===== src/rtl/core/gcol_pkg.sv =====
// Shared constants and types for the graph coloring block.
package gcol_pkg;

  localparam int MAX_NODES = 16;
  localparam int MAX_EDGES = 32;
  localparam int ID_BITS   = 8;

  localparam int REQ_W    = 3;
  localparam int STATUS_W = 2;
  localparam int VALUE_W  = 6;
  localparam int NIDX_W   = $clog2(MAX_NODES);
  localparam int NCNT_W   = $clog2(MAX_NODES + 1);
  localparam int EIDX_W   = $clog2(MAX_EDGES);
  localparam int ECNT_W   = $clog2(MAX_EDGES + 1);
  localparam int TAKEN_W  = MAX_NODES + 2;
  localparam int COLOR_W  = $clog2(TAKEN_W);

  localparam logic [REQ_W-1:0] REQ_ADD_NODE = 3'd0;
  localparam logic [REQ_W-1:0] REQ_ADD_EDGE = 3'd1;
  localparam logic [REQ_W-1:0] REQ_REM_NODE = 3'd2;
  localparam logic [REQ_W-1:0] REQ_REM_EDGE = 3'd3;
  localparam logic [REQ_W-1:0] REQ_DEGREE   = 3'd4;
  localparam logic [REQ_W-1:0] REQ_MAX_DEG  = 3'd5;
  localparam logic [REQ_W-1:0] REQ_COLOR    = 3'd6;
  localparam logic [REQ_W-1:0] REQ_CLEAR    = 3'd7;

  localparam logic [STATUS_W-1:0] STAT_OK        = 2'd0;
  localparam logic [STATUS_W-1:0] STAT_REJECT    = 2'd1;
  localparam logic [STATUS_W-1:0] STAT_NOT_FOUND = 2'd2;
  localparam logic [STATUS_W-1:0] STAT_FULL      = 2'd3;

  typedef struct packed {
    logic [ID_BITS-1:0] id;
    logic [COLOR_W-1:0] color;
  } node_ent_t;

  typedef struct packed {
    logic [ID_BITS-1:0] first;
    logic [ID_BITS-1:0] second;
  } edge_ent_t;

endpackage


===== src/rtl/core/graph_edge_table_greedy_coloring.sv =====
// Graph store with node and edge tables in synchronous memories and greedy coloring.
// Edits, degree and clear are served by a joint scan over both tables, reading nodes and edges together;
//   removals add a compaction sweep over both tables.
// Max degree scans the edge table once per node; coloring scans it at most once per node pair,
//   set by the single read port of the edge memory. One item is in work at a time.
// Reset clears the counts and the sequencer; table contents stay undefined until written.
module graph_edge_table_greedy_coloring import gcol_pkg::*; (
  input  logic                clk_i,
  input  logic                rst_ni,
  input  logic                in_valid_i,
  output logic                in_ready_o,
  input  logic [REQ_W-1:0]    req_type_i,
  input  logic [ID_BITS-1:0]  node_a_i,
  input  logic [ID_BITS-1:0]  node_b_i,
  output logic                out_valid_o,
  input  logic                out_ready_i,
  output logic [STATUS_W-1:0] status_o,
  output logic [VALUE_W-1:0]  value_o,
  output logic [ID_BITS-1:0]  node_id_o,
  output logic [NCNT_W-1:0]   node_count_o,
  output logic [ECNT_W-1:0]   edge_count_o,
  output logic                last_o
);

  // Sequencer states
  localparam logic [3:0] S_IDLE  = 4'd0;
  localparam logic [3:0] S_SCAN  = 4'd1;
  localparam logic [3:0] S_ADDB  = 4'd2;
  localparam logic [3:0] S_SHIFT = 4'd3;
  localparam logic [3:0] S_MD_N  = 4'd4;
  localparam logic [3:0] S_MD_W  = 4'd5;
  localparam logic [3:0] S_MD_E  = 4'd6;
  localparam logic [3:0] S_C_NI  = 4'd7;
  localparam logic [3:0] S_C_IW  = 4'd8;
  localparam logic [3:0] S_C_NJ  = 4'd9;
  localparam logic [3:0] S_C_JW  = 4'd10;
  localparam logic [3:0] S_C_E   = 4'd11;
  localparam logic [3:0] S_C_OUT = 4'd12;
  localparam logic [3:0] S_EMIT  = 4'd13;

  // Tables: one read and one write per cycle each, read data registered.
  // The sequencer never reads an entry in the cycle it writes that entry:
  // compaction writes strictly behind the read pointer.
  node_ent_t node_mem [MAX_NODES];
  edge_ent_t edge_mem [MAX_EDGES];
  node_ent_t n_rdata_q, n_wdata;
  edge_ent_t e_rdata_q, e_wdata;
  logic              n_re, n_we, e_re, e_we;
  logic [NIDX_W-1:0] n_raddr, n_waddr;
  logic [EIDX_W-1:0] e_raddr, e_waddr;

  logic [3:0]         state_q, state_d;
  logic [REQ_W-1:0]   req_q, req_d;
  logic [ID_BITS-1:0] a_q, a_d, b_q, b_d;
  logic [NCNT_W-1:0]  nu_q, nu_d;       // nodes stored
  logic [ECNT_W-1:0]  eu_q, eu_d;       // edges stored
  logic [NCNT_W-1:0]  nc_q, nc_d;       // node read pointer
  logic               ndv_q, ndv_d;
  logic [NIDX_W-1:0]  ndi_q, ndi_d;
  logic [ECNT_W-1:0]  ec_q, ec_d;       // edge read pointer
  logic               edv_q, edv_d;
  logic [EIDX_W-1:0]  edi_q, edi_d;
  logic [ECNT_W-1:0]  kc_q, kc_d;       // edge compaction write pointer
  logic               fa_q, fa_d, fb_q, fb_d, ef_q, ef_d;
  logic [NIDX_W-1:0]  fai_q, fai_d;
  logic [EIDX_W-1:0]  efi_q, efi_d;
  logic [ECNT_W-1:0]  deg_q, deg_d;
  logic [STATUS_W-1:0] st_q, st_d;
  logic [VALUE_W-1:0] val_q, val_d;
  logic [NCNT_W-1:0]  ci_q, ci_d, cj_q, cj_d;
  logic [ID_BITS-1:0] xid_q, xid_d, yid_q, yid_d;
  logic [COLOR_W-1:0] ycol_q, ycol_d;
  logic [TAKEN_W-1:0] taken_q, taken_d;

  logic                out_valid_q;
  logic [STATUS_W-1:0] out_status_q;
  logic [VALUE_W-1:0]  out_value_q;
  logic [ID_BITS-1:0]  out_id_q;
  logic [NCNT_W-1:0]   out_nc_q;
  logic [ECNT_W-1:0]   out_ec_q;
  logic                out_last_q;

  logic                out_load, ol_last;
  logic [STATUS_W-1:0] ol_status;
  logic [VALUE_W-1:0]  ol_value;
  logic [ID_BITS-1:0]  ol_id;
  logic                slot_free;
  logic                n_more, e_more, n_idle, e_idle, scan_done, drop, hit;
  logic [NCNT_W:0]     nodes_needed;
  logic [COLOR_W-1:0]  free_col;

  assign slot_free  = !out_valid_q || out_ready_i;
  assign in_ready_o = (state_q == S_IDLE);
  assign n_more     = (nc_q < nu_q);
  assign e_more     = (ec_q < eu_q);
  assign n_idle     = !n_more && !ndv_q;
  assign e_idle     = !e_more && !edv_q;
  assign scan_done  = n_idle && e_idle;
  assign e_raddr    = ec_q[EIDX_W-1:0];
  assign nodes_needed = {1'b0, nu_q} + (NCNT_W+1)'(!fa_q) + (NCNT_W+1)'(!fb_q);
  assign hit = edv_q && (((e_rdata_q.first == xid_q) && (e_rdata_q.second == yid_q)) ||
                         ((e_rdata_q.first == yid_q) && (e_rdata_q.second == xid_q)));

  // Smallest color of 1 or more that no neighbor holds
  always_comb begin
    free_col = COLOR_W'(MAX_NODES + 1);
    for (int c = MAX_NODES; c >= 1; c--) begin
      if (!taken_q[c]) free_col = COLOR_W'(c);
    end
  end

  always_comb begin
    state_d = state_q; req_d = req_q; a_d = a_q; b_d = b_q;
    nu_d = nu_q; eu_d = eu_q;
    nc_d = nc_q; ndv_d = 1'b0; ndi_d = ndi_q;
    ec_d = ec_q; edv_d = 1'b0; edi_d = edi_q; kc_d = kc_q;
    fa_d = fa_q; fb_d = fb_q; ef_d = ef_q; fai_d = fai_q; efi_d = efi_q;
    deg_d = deg_q; st_d = st_q; val_d = val_q;
    ci_d = ci_q; cj_d = cj_q; xid_d = xid_q; yid_d = yid_q; ycol_d = ycol_q;
    taken_d = taken_q;
    n_re = 1'b0; n_raddr = nc_q[NIDX_W-1:0];
    n_we = 1'b0; n_waddr = nu_q[NIDX_W-1:0]; n_wdata = '{id: a_q, color: '0};
    e_re = 1'b0;
    e_we = 1'b0; e_waddr = eu_q[EIDX_W-1:0]; e_wdata = '{first: a_q, second: b_q};
    out_load = 1'b0; ol_status = st_q; ol_value = val_q; ol_id = '0; ol_last = 1'b1;
    drop = 1'b0;

    case (state_q)
      S_IDLE: begin
        if (in_valid_i) begin
          req_d = req_type_i; a_d = node_a_i; b_d = node_b_i;
          st_d = STAT_OK; val_d = '0;
          fa_d = 1'b0; fb_d = 1'b0; ef_d = 1'b0; deg_d = '0;
          nc_d = '0; ec_d = '0;
          state_d = S_SCAN;
        end
      end

      // Walk both tables at once: find node_a, node_b, the ordered edge, degree of node_a
      S_SCAN: begin
        if (ndv_q) begin
          if (n_rdata_q.id == a_q && !fa_q) begin
            fa_d = 1'b1; fai_d = ndi_q;
          end
          if (n_rdata_q.id == b_q) fb_d = 1'b1;
        end
        if (edv_q) begin
          if (e_rdata_q.first == a_q && e_rdata_q.second == b_q && !ef_q) begin
            ef_d = 1'b1; efi_d = edi_q;
          end
          if (e_rdata_q.first == a_q || e_rdata_q.second == a_q) deg_d = deg_q + 1'b1;
        end
        n_re = n_more; ndv_d = n_more; ndi_d = nc_q[NIDX_W-1:0];
        if (n_more) nc_d = nc_q + 1'b1;
        e_re = e_more; edv_d = e_more; edi_d = ec_q[EIDX_W-1:0];
        if (e_more) ec_d = ec_q + 1'b1;
        if (scan_done) begin
          state_d = S_EMIT;
          case (req_q)
            REQ_ADD_NODE: begin
              if (fa_q) st_d = STAT_REJECT;
              else if (nu_q == NCNT_W'(MAX_NODES)) st_d = STAT_FULL;
              else begin
                n_we = 1'b1; nu_d = nu_q + 1'b1;
              end
            end
            REQ_ADD_EDGE: begin
              if (a_q == b_q || ef_q) st_d = STAT_REJECT;
              else if (eu_q == ECNT_W'(MAX_EDGES) ||
                       nodes_needed > (NCNT_W+1)'(MAX_NODES)) st_d = STAT_FULL;
              else begin
                e_we = 1'b1; eu_d = eu_q + 1'b1;
                if (!fa_q) begin
                  n_we = 1'b1; nu_d = nu_q + 1'b1;
                  if (!fb_q) state_d = S_ADDB;
                end else if (!fb_q) begin
                  n_we = 1'b1; n_wdata = '{id: b_q, color: '0}; nu_d = nu_q + 1'b1;
                end
              end
            end
            REQ_REM_NODE: begin
              if (!fa_q) st_d = STAT_NOT_FOUND;
              else begin
                nc_d = {1'b0, fai_q} + 1'b1; ec_d = '0; kc_d = '0;
                state_d = S_SHIFT;
              end
            end
            REQ_REM_EDGE: begin
              if (!ef_q) st_d = STAT_NOT_FOUND;
              else begin
                nc_d = nu_q; ec_d = '0; kc_d = '0;
                state_d = S_SHIFT;
              end
            end
            REQ_DEGREE: begin
              if (!fa_q) st_d = STAT_NOT_FOUND;
              else val_d = VALUE_W'(deg_q);
            end
            REQ_MAX_DEG: begin
              ci_d = '0; state_d = S_MD_N;
            end
            REQ_COLOR: begin
              ci_d = '0;
              if (nu_q != '0) state_d = S_C_NI;
            end
            REQ_CLEAR: begin
              nu_d = '0; eu_d = '0;
            end
            default: ;
          endcase
        end
      end

      S_ADDB: begin
        n_we = 1'b1; n_wdata = '{id: b_q, color: '0}; nu_d = nu_q + 1'b1;
        state_d = S_EMIT;
      end

      // Drop edges and, for a node removal, close the gap in the node table in one sweep
      S_SHIFT: begin
        if (ndv_q) begin
          n_we = 1'b1; n_waddr = ndi_q - 1'b1; n_wdata = n_rdata_q;
        end
        if (edv_q) begin
          if (req_q == REQ_REM_NODE)
            drop = (e_rdata_q.first == a_q) || (e_rdata_q.second == a_q);
          else drop = (edi_q == efi_q);
          if (!drop) begin
            e_we = 1'b1; e_waddr = kc_q[EIDX_W-1:0]; e_wdata = e_rdata_q;
            kc_d = kc_q + 1'b1;
          end
        end
        n_re = n_more; ndv_d = n_more; ndi_d = nc_q[NIDX_W-1:0];
        if (n_more) nc_d = nc_q + 1'b1;
        e_re = e_more; edv_d = e_more; edi_d = ec_q[EIDX_W-1:0];
        if (e_more) ec_d = ec_q + 1'b1;
        if (scan_done) begin
          if (req_q == REQ_REM_NODE) nu_d = nu_q - 1'b1;
          eu_d = kc_q;
          state_d = S_EMIT;
        end
      end

      S_MD_N: begin
        if (ci_q < nu_q) begin
          n_re = 1'b1; n_raddr = ci_q[NIDX_W-1:0];
          state_d = S_MD_W;
        end else state_d = S_EMIT;
      end

      S_MD_W: begin
        xid_d = n_rdata_q.id; deg_d = '0; ec_d = '0;
        state_d = S_MD_E;
      end

      S_MD_E: begin
        if (edv_q && (e_rdata_q.first == xid_q || e_rdata_q.second == xid_q))
          deg_d = deg_q + 1'b1;
        e_re = e_more; edv_d = e_more; edi_d = ec_q[EIDX_W-1:0];
        if (e_more) ec_d = ec_q + 1'b1;
        if (e_idle) begin
          if (VALUE_W'(deg_q) > val_q) val_d = VALUE_W'(deg_q);
          ci_d = ci_q + 1'b1;
          state_d = S_MD_N;
        end
      end

      S_C_NI: begin
        n_re = 1'b1; n_raddr = ci_q[NIDX_W-1:0];
        state_d = S_C_IW;
      end

      S_C_IW: begin
        xid_d = n_rdata_q.id; taken_d = '0; cj_d = '0;
        state_d = S_C_NJ;
      end

      S_C_NJ: begin
        if (cj_q < nu_q) begin
          n_re = 1'b1; n_raddr = cj_q[NIDX_W-1:0];
          state_d = S_C_JW;
        end else state_d = S_C_OUT;
      end

      // Skip the node itself and nodes whose color cannot block
      S_C_JW: begin
        yid_d = n_rdata_q.id; ycol_d = n_rdata_q.color;
        if (n_rdata_q.id == xid_q || n_rdata_q.color == '0 ||
            n_rdata_q.color > COLOR_W'(MAX_NODES + 1)) begin
          cj_d = cj_q + 1'b1;
          state_d = S_C_NJ;
        end else begin
          ec_d = '0;
          state_d = S_C_E;
        end
      end

      // Look for any edge joining the two nodes, either direction
      S_C_E: begin
        e_re = e_more; edv_d = e_more; edi_d = ec_q[EIDX_W-1:0];
        if (e_more) ec_d = ec_q + 1'b1;
        if (hit || e_idle) begin
          if (hit) taken_d[ycol_q] = 1'b1;
          cj_d = cj_q + 1'b1;
          state_d = S_C_NJ;
        end
      end

      S_C_OUT: begin
        if (slot_free) begin
          n_we = 1'b1; n_waddr = ci_q[NIDX_W-1:0];
          n_wdata = '{id: xid_q, color: free_col};
          out_load = 1'b1; ol_status = STAT_OK; ol_value = VALUE_W'(free_col);
          ol_id = xid_q; ol_last = ((ci_q + NCNT_W'(1)) == nu_q);
          ci_d = ci_q + 1'b1;
          state_d = ol_last ? S_IDLE : S_C_NI;
        end
      end

      S_EMIT: begin
        if (slot_free) begin
          out_load = 1'b1;
          state_d = S_IDLE;
        end
      end

      default: state_d = S_IDLE;
    endcase
  end

  always_ff @(posedge clk_i) begin
    if (n_we) node_mem[n_waddr] <= n_wdata;
    if (n_re) n_rdata_q <= node_mem[n_raddr];
    if (e_we) edge_mem[e_waddr] <= e_wdata;
    if (e_re) e_rdata_q <= edge_mem[e_raddr];
  end

  always_ff @(posedge clk_i or negedge rst_ni) begin
    if (!rst_ni) begin
      state_q <= S_IDLE; req_q <= '0; a_q <= '0; b_q <= '0;
      nu_q <= '0; eu_q <= '0;
      nc_q <= '0; ndv_q <= 1'b0; ndi_q <= '0;
      ec_q <= '0; edv_q <= 1'b0; edi_q <= '0; kc_q <= '0;
      fa_q <= 1'b0; fb_q <= 1'b0; ef_q <= 1'b0; fai_q <= '0; efi_q <= '0;
      deg_q <= '0; st_q <= '0; val_q <= '0;
      ci_q <= '0; cj_q <= '0; xid_q <= '0; yid_q <= '0; ycol_q <= '0;
      taken_q <= '0;
      out_valid_q <= 1'b0; out_status_q <= '0; out_value_q <= '0; out_id_q <= '0;
      out_nc_q <= '0; out_ec_q <= '0; out_last_q <= 1'b0;
    end else begin
      state_q <= state_d; req_q <= req_d; a_q <= a_d; b_q <= b_d;
      nu_q <= nu_d; eu_q <= eu_d;
      nc_q <= nc_d; ndv_q <= ndv_d; ndi_q <= ndi_d;
      ec_q <= ec_d; edv_q <= edv_d; edi_q <= edi_d; kc_q <= kc_d;
      fa_q <= fa_d; fb_q <= fb_d; ef_q <= ef_d; fai_q <= fai_d; efi_q <= efi_d;
      deg_q <= deg_d; st_q <= st_d; val_q <= val_d;
      ci_q <= ci_d; cj_q <= cj_d; xid_q <= xid_d; yid_q <= yid_d; ycol_q <= ycol_d;
      taken_q <= taken_d;
      // Output register: load a result, hold it until the transfer completes
      out_valid_q <= out_load || (out_valid_q && !out_ready_i);
      if (out_load) begin
        out_status_q <= ol_status; out_value_q <= ol_value; out_id_q <= ol_id;
        out_nc_q <= nu_q; out_ec_q <= eu_q; out_last_q <= ol_last;
      end
    end
  end

  assign out_valid_o  = out_valid_q;
  assign status_o     = out_status_q;
  assign value_o      = out_value_q;
  assign node_id_o    = out_id_q;
  assign node_count_o = out_nc_q;
  assign edge_count_o = out_ec_q;
  assign last_o       = out_last_q;

`ifndef SYNTHESIS
  a_nodes_bound: assert property (@(posedge clk_i) disable iff (!rst_ni)
    nu_q <= NCNT_W'(MAX_NODES)) else $error("node count above table size");
  a_edges_bound: assert property (@(posedge clk_i) disable iff (!rst_ni)
    eu_q <= ECNT_W'(MAX_EDGES)) else $error("edge count above table size");
  a_node_rw: assert property (@(posedge clk_i) disable iff (!rst_ni)
    !(n_we && n_re && (n_waddr == n_raddr))) else $error("node memory read/write overlap");
  a_edge_rw: assert property (@(posedge clk_i) disable iff (!rst_ni)
    !(e_we && e_re && (e_waddr == e_raddr))) else $error("edge memory read/write overlap");
`endif

endmodule

===== config.mk =====
export PLATFORM = sky130hd
export DESIGN_NAME = graph_edge_table_greedy_coloring
export DESIGN_NICKNAME = d
export VERILOG_FILES = /design/src/rtl/core/gcol_pkg.sv /design/src/rtl/core/graph_edge_table_greedy_coloring.sv
export SDC_FILE = /design/constraint.sdc
export NUM_CORES = 1
export LEC_CHECK = 0
export BUFFER_PORTS_ARGS = -buffer_cell sky130_fd_sc_hd__buf_2
export CORE_MARGIN = 5
export CORE_UTILIZATION = 55
export CTS_CLUSTER_DIAMETER = 30
export DETAILED_ROUTE_END_ITERATION = 8
export PLACE_DENSITY = 0.71
export SYNTH_ARGS = -nofsm -noshare
export SYNTH_HDL_FRONTEND = slang
export SYNTH_SLANG_ARGS = --single-unit

===== constraint.sdc =====
create_clock -name clk_i -period 12 [get_ports clk_i]
set_input_delay 0.6 -clock clk_i [delete_from_list [all_inputs] [get_ports clk_i]]
set_output_delay 0.6 -clock clk_i [all_outputs]
set_load 0.02 [all_outputs]

==> results of run 1 <==
Yosys cell counts, types with 6 or more instances:
| cell | count | area (sq um) |
|---|---|---|
| a211oi_1 | 6 | 45.0 |
| a21boi_0 | 6 | 45.0 |
| a21o_1 | 14 | 105 |
| a21oi_1 | 50 | 250 |
| a221o_1 | 13 | 130 |
| a221oi_1 | 9 | 78.8 |
| a22o_1 | 24 | 210 |
| a31oi_1 | 12 | 75.1 |
| a32oi_1 | 6 | 52.6 |
| and2_1 | 7 | 43.8 |
| and3_1 | 7 | 43.8 |
| buf_1 | 33 | 124 |
| buf_2 | 14 | 70.1 |
| clkbuf_1 | 94 | 353 |
| dfrtp_1 | 164 | 4100 |
| edfxtp_1 | 749 | 22500 |
| ha_1 | 38 | 475 |
| inv_1 | 40 | 150 |
| mux2_2 | 90 | 1010 |
| mux2i_1 | 116 | 1160 |
| mux4_2 | 160 | 3600 |
| nand2_1 | 120 | 450 |
| nand2b_1 | 17 | 106 |
| nand3_1 | 38 | 190 |
| nand4_1 | 18 | 113 |
| nor2_1 | 127 | 477 |
| nor2b_1 | 13 | 81.3 |
| nor3_1 | 21 | 105 |
| nor4_1 | 23 | 144 |
| o211ai_1 | 9 | 67.6 |
| o21a_1 | 6 | 45.0 |
| o21ai_0 | 72 | 360 |
| o22ai_1 | 61 | 382 |
| o31ai_1 | 7 | 52.6 |
| or3_1 | 9 | 56.3 |
| or4_1 | 20 | 150 |
| xnor2_1 | 33 | 289 |
| xor2_1 | 87 | 762 |
final timing paths:
kind	startpoint	endpoint	slack (ps)	cells after the start
setup reg to reg	nu_q[0]$_DFFE_PN0P_	edge_mem[3][0]$_DFFE_PP_	6440	11
max in group asynchronous	rst_ni	kc_q[2]$_DFFE_PN0P_	9910	3
min in group asynchronous	rst_ni	taken_q[3]$_DFFE_PN0P_	550	2
setup / recovery	nu_q[0]$_DFFE_PN0P_	edge_mem[3][0]$_DFFE_PP_	6440	11
hold reg to reg	status_o[1]$_DFFE_PN0P_	status_o[1]$_DFFE_PN0P_	470	2
hold / removal	node_a_i[1]	a_q[1]$_DFFE_PN0P_	120	2
layout by cell type, fill, tap and decap left out, types with 9 or more instances in the layout:
| cell | synthesis | layout |
|---|---|---|
| a21o_1 | 14 | 14 |
| a21oi_1 | 50 | 50 |
| a221o_1 | 13 | 12 |
| a221oi_1 | 9 | 9 |
| a22o_1 | 24 | 24 |
| a31oi_1 | 12 | 12 |
| buf_2 | 14 | 51 |
| buf_4 | 3 | 30 |
| bufinv_16 | 0 | 22 |
| clkbuf_1 | 94 | 15 |
| clkbuf_16 | 0 | 152 |
| clkinv_1 | 0 | 9 |
| clkinv_2 | 0 | 18 |
| clkinv_4 | 0 | 12 |
| clkinvlp_4 | 0 | 21 |
| dfrtp_1 | 164 | 160 |
| edfxtp_1 | 749 | 749 |
| ha_1 | 38 | 38 |
| inv_1 | 40 | 40 |
| inv_6 | 0 | 13 |
| mux2_2 | 90 | 90 |
| mux2i_1 | 116 | 116 |
| mux4_2 | 160 | 160 |
| nand2_1 | 120 | 120 |
| nand2b_1 | 17 | 17 |
| nand3_1 | 38 | 38 |
| nand4_1 | 18 | 18 |
| nor2_1 | 127 | 94 |
| nor2_2 | 0 | 33 |
| nor2b_1 | 13 | 13 |
| nor3_1 | 21 | 21 |
| nor4_1 | 23 | 23 |
| o211ai_1 | 9 | 9 |
| o21ai_0 | 72 | 71 |
| o22ai_1 | 61 | 61 |
| or3_1 | 9 | 9 |
| or4_1 | 20 | 20 |
| xnor2_1 | 33 | 33 |
| xor2_1 | 87 | 87 |
timing repair:
item | CTS | global route
hold endpoints to repair | 84 | 0
setup buffers | 0 | 0
gates resized for setup | 0 | 0
hold buffers | 1 | 0
kinds of logic (layout without fill, tap and decap cells):
kind of cell / count (synthesis) / after routing
multiplexers: 366 / 366
buffers and inverters: 190 / 402
flip-flops: 913 / 913
AND/OR/NAND/NOR: 442 / 442
adder cells (fa/ha/maj): 39 / 39
XOR/XNOR: 120 / 120
AO/OA/AOI/OAI: 349 / 349
cell type report:
cell class,count,share of cell area (%)
Tap cell,950,2.60
Inverter,40,0.328
Timing Repair Buffer,83,1.10
Clock inverter,109,3.18
Multi-Input combinational cell,1316,26.2
Clock buffer,170,8.52
Sequential cell,913,58.1
power by group:
part / switching [mW] / internal, mW
clock network: 1.61 / 2.86
logic: 1.94 / 1.10
registers: 0.501 / 4.15
layer usage:
layer	part of all wire, %	vias up	routed length, um
met5	0	-	0
met4	3.8	0	3950
met3	8.6	234	8930
met2	48	1337	49500
met1	40	12000	41300
li1	-	9770	-
stage by stage:
step	power [mW]	cells	hold slack (ps)
floorplan	6.56	2419	304
global placement	7.60	3301	465
detailed placement	7.69	3301	467
CTS	12.2	3581	82.4
global route	12.6	3581	104
finish	12.2	3581	123
sequential cells by signal (all words and copies together) (netlist names), 6 cells and up:
register      cells
node_mem        208
value_o           6
xid_q             8
a_q               8
edge_mem        512
val_q             6
kc_q              6
deg_q             6
yid_q             8
node_id_o         8
e_rdata_q        16
b_q               8
edge_count_o      6
ec_q              6
n_rdata_q        13
eu_q              6
taken_q          16
worst register-to-register path, delay by kind of cell, from the launching register on:
kind,cells,cell delay [ps]
buf+inv,2,330
simple gates,4,2630
flops,1,610
fa+ha+maj,2,760
compound gates,3,850
==> impl_metrics.json, run 1 <==
{
  "yosysWarnings": 0,
  "ant_nets": 0,
  "synth.net_count": 2481,
  "start_kind": "flip-flop",
  "synth-seq-cells": 913,
  "synth_cell_types": 76,
  "design_area_sq_um": 45800,
  "n_antenna_cell": 0,
  "cts_tree": "yes",
  "path_buf_inv": 2,
  "grt_pass1_wl_um": 155000,
  "yosysSeqAreaShare_pct": 67.8,
  "drv_slew": 0,
  "async_flop_share_pct": 18.0,
  "critPathArrivalTime_ps": 5900,
  "critPathTopFamily": "simple AND/OR/NAND/NOR gates",
  "skew_ps": 54.3,
  "post-route-period-util_pct": 46.3,
  "fp.dieW_um": 277,
  "yosys.area_share.simple_pct": 5.46,
  "p_per_area_nw_per_um2": 266,
  "first_pass_iters": 8,
  "insertion_delay_ps": 740,
  "postSynthAreaPerCell_sq_um": 16.2,
  "tightestPinTransition_ps": 1390,
  "port_buffers": 52,
  "synth_ff_type": "edfxtp_1",
  "critical_path.max_fanout": 16,
  "rsz0062_at_grt": "false",
  "gp_congestion": 0.994,
  "area_growth_pct": 16.8,
  "finalSetupViolCount": 0,
  "synth-edff-count": 749,
  "antenna_found_initial": 1,
  "dr.first_iter.drc_count": 2662,
  "max_stage_delay_ps": 880,
  "maxCapViolCount": 0,
  "die_y_um": 277,
  "dieArea_sq_um": 76700,
  "grt_usage_pct": 26.9,
  "htree_levels": 4,
  "wl_per_cell_um": 29.0,
  "power.leakage_nw": 15.9,
  "use_met3_pct": 5.32,
  "start_util_pct": 55.1,
  "drc": 0,
  "layout.nets": 2567,
  "grt.overflow.total": 0,
  "layout_min_cycle_time_ps": 5560,
  "status": "finished clean",
  "critPathKind": "flip-flop to flip-flop",
  "placement_rows": 98,
  "drive_gt1_share_pct": 24.3,
  "dpl_worst_slack_ps": 6490,
  "slew_headroom_pct": 6.81,
  "dp_hpwl_um": 65200,
  "pin_count": 53,
  "synth_top_family_by_area": "multiplexers",
  "filler_cell_count": 4837,
  "multi_input_area_sq_um": 12000,
  "synth_mux_area_share_pct": 14.7,
  "grt_max_degree": 90,
  "postPlaceCellArea_sq_um": 40400,
  "cp_common_cell": "inv_1",
  "met2_usage_pct": 42.4,
  "first_global_vias": 23600,
  "top_usage_layer": "met2",
  "routed_wirelength_um": 104000,
  "via_count": 23300,
  "critical_path_required_ps": 12340,
  "critPathSlowestCell": "nor2_2",
  "fmax_ghz": 0.180,
  "syn_inst": 2419,
  "clockBufferDepth": 3,
  "viasPerCell": 6.52,
  "synthAdderAreaFrac_pct": 1.26,
  "final_util_pct": 64.4,
  "synth_compound_gate_area_share_pct": 6.08,
  "synth_area_sq_um": 39200,
  "vdd_ir_drop_max_uv": 211,
  "finalHoldViolations": 0,
  "cts_root_buffer": "clkbuf_16",
  "final-seq-area_sq_um": 26600,
  "clkSlewWorstSetupHoldPaths_ps": 50,
  "grtUsageMet1_pct": 37.5,
  "hp-class": "primary input to flip-flop",
  "clock-sinks": 913,
  "fin_setup_tns_ps": 0,
  "cts_buffers": 151,
  "path_cells": "inv_1 > fa_1 > inv_1 > ha_1 > or4bb_1 > a31oi_1 > a311oi_1 > or4b_1 > nor3_1 > a32oi_2 > nor2_2",
  "core_sq_um": 71100,
  "synth_xor_xnor_area_share_pct": 2.68,
  "fin_ws_ps": 6440,
  "end_kind": "flip-flop"
}
No activity file was read; power rests on OpenSTA's default activity.
==> run 2: changes to the inputs <==
--- a/config.mk
+++ b/config.mk
@@ -10,7 +10,7 @@
 export CORE_UTILIZATION = 55
 export CTS_CLUSTER_DIAMETER = 30
 export DETAILED_ROUTE_END_ITERATION = 8
-export PLACE_DENSITY = 0.71
+export PLACE_DENSITY = 0.74
 export SYNTH_ARGS = -nofsm -noshare
 export SYNTH_HDL_FRONTEND = slang
 export SYNTH_SLANG_ARGS = --single-unit
==> constraint.sdc (replaced) <==
create_clock -name clk_i -period 4.7 [get_ports clk_i]
set_input_delay 0.235 -clock clk_i [delete_from_list [all_inputs] [get_ports clk_i]]
set_output_delay 0.235 -clock clk_i [all_outputs]
set_load 0.02 [all_outputs]
==> impl_metrics.json, run 2 (synthesis gave the netlist of run 1 again) <==
{
  "status": "finished clean",
  "hold_ws_ps": 149,
  "end_kind": "flip-flop",
  "antenna_found_initial": 0,
  "finalSetupViolCount": 0,
  "routed_wirelength_um": 100000,
  "final_cell_mix": "749 x edfxtp_1, 160 x mux4_2, 160 x dfrtp_1, 151 x clkbuf_16, 120 x nand2_1",
  "finalNonFillerCells": 3693,
  "layout.nets": 2679,
  "fmax_ghz": 0.226,
  "gp_congestion": 0.957,
  "path_cells": "inv_1 > fa_1 > inv_1 > ha_1 > or4bb_1 > a31oi_1 > a311oi_1 > or4b_1 > or4_1 > buf_4 > o21ai_0 > a221o_1",
  "final_common_cell": "edfxtp_1",
  "layout_min_cycle_time_ps": 4430,
  "path_buf_inv": 3,
  "placement_rows": 98,
  "start_kind": "flip-flop",
  "clkSlewWorstSetupHoldPaths_ps": 50,
  "start_util_pct": 55.1,
  "dp_hpwl_um": 62100,
  "critPathArrivalTime_ps": 4910,
  "critical_path_required_ps": 5180,
  "drive_gt1_share_pct": 25.9,
  "skew_ps": 38.0,
  "p_per_area_nw_per_um2": 657,
  "cts_setup_buffers": 0,
  "ant_nets": 0,
  "first_pass_iters": 5,
  "critical_path.max_fanout": 16,
  "grt_usage_pct": 26.0,
  "port_buffers": 52,
  "grt_pass1_wl_um": 151000,
  "viasPerCell": 6.39,
  "dp_cells": 3396,
  "vdd_ir_drop_max_uv": 402,
  "met2_usage_pct": 41.9,
  "fin_setup_tns_ps": 0,
  "drv_slew": 0,
  "n_antenna_cell": 0,
  "rsz0062_at_grt": "false",
  "insertion_delay_ps": 730,
  "tightestPinTransition_ps": 1060,
  "cts_root_buffer": "clkbuf_16",
  "fp.dieW_um": 277,
  "maxCapViolCount": 0,
  "finalHoldViolations": 0,
  "first_global_vias": 23900,
  "fin_ws_ps": 267,
  "cp_common_cell": "inv_1",
  "critPathKind": "flip-flop to flip-flop",
  "hp-class": "primary input to flip-flop",
  "wl_per_cell_um": 27.1,
  "drc": 0,
  "core_sq_um": 71100,
  "power.leakage_nw": 16.4,
  "max_stage_delay_ps": 540,
  "largestRegisters": "edge_mem (512), node_mem (208)",
  "cts_tree": "yes",
  "use_met3_pct": 5.56,
  "slew_headroom_pct": 28.7,
  "die_y_um": 277,
  "largest_reg_flops": 512,
  "final_util_pct": 65.4,
  "post-route-period-util_pct": 94.3,
  "pin_count": 53,
  "dr.first_iter.drc_count": 2615,
  "grtUsageMet1_pct": 35.3,
  "critPathTopFamily": "simple AND/OR/NAND/NOR gates",
  "clock-sinks": 913,
  "via_count": 23600,
  "grt_max_degree": 133,
  "critPathSlowestCell": "or4_1",
  "dpl_worst_slack_ps": 111,
  "dieArea_sq_um": 76700,
  "top_register": "edge_mem",
  "clockBufferDepth": 3,
  "filler_cell_count": 4788,
  "cts_buffers": 149,
  "grt.overflow.total": 0,
  "htree_levels": 4,
  "top_usage_layer": "met2",
  "area_growth_pct": 18.5
}
==> run 2: final timing paths <==
check | cells past startpoint | start | end | slack, ps
min reg2reg | 2 | status_o[1]$_DFFE_PN0P_ | status_o[1]$_DFFE_PN0P_ | 470
max in group asynchronous | 3 | rst_ni | taken_q[8]$_DFFE_PN0P_ | 3370
min | 3 | out_ready_i | out_valid_o$_DFF_PN0_ | 150
min in group asynchronous | 2 | rst_ni | val_q[2]$_DFFE_PN0P_ | 220
max | 12 | nu_q[0]$_DFFE_PN0P_ | node_mem[0][8]$_DFFE_PP_ | 270
max reg2reg | 12 | nu_q[0]$_DFFE_PN0P_ | node_mem[0][8]$_DFFE_PP_ | 270
==> run 2: what timing repair did <==
item	CTS	global route
gates resized for setup	0	4
endpoints found under the setup margin	0	64
hold buffers	20	0
endpoints found under the hold margin	112	0
==> run 2: metrics by stage <==
step / instance area [sq um] / total power, mW
global route: 46500 / 31.7
global placement: 41100 / 19.4
floorplan: 39200 / 16.7
CTS: 46500 / 30.6
finish: 46500 / 30.5
detailed placement: 41100 / 19.6
==> run 2: worst register-to-register path, delay by kind of cell (launching register included) <==
kind,cells,cell delay (ps)
compound gates,4,1190
buf+inv,3,410
flops,1,330
fa+ha+maj,2,720
simple gates,3,1560
==> run 2: cell type report <==
class                      count  area [sq um]  area share [%]
clock buffer                 170          3900            8.39
clock inverter               107          1220            2.63
inverter                      40           150           0.323
multi-input combinational   1316         11900            25.6
sequential                   913         26600            57.2
tap                          950          1190            2.56
timing repair buffer         197          1490            3.21
==> run 2: layer usage <==
layer | vias up | share of wire (%)
li1 | 10000 | -
met1 | 12100 | 39
met2 | 1279 | 49
met3 | 256 | 8.4
met4 | 0 | 3.9
met5 | - | 0
==> run 2: where the power goes <==
group          internal, mW  leakage [nW]  total (mW)  switching [mW]
combinational          3.04          5.03        8.05            5.01
clock                  6.90          2.46        10.8            3.95
sequential             10.6          8.86        11.6            1.07
total                  20.5          16.4        30.5            10.0
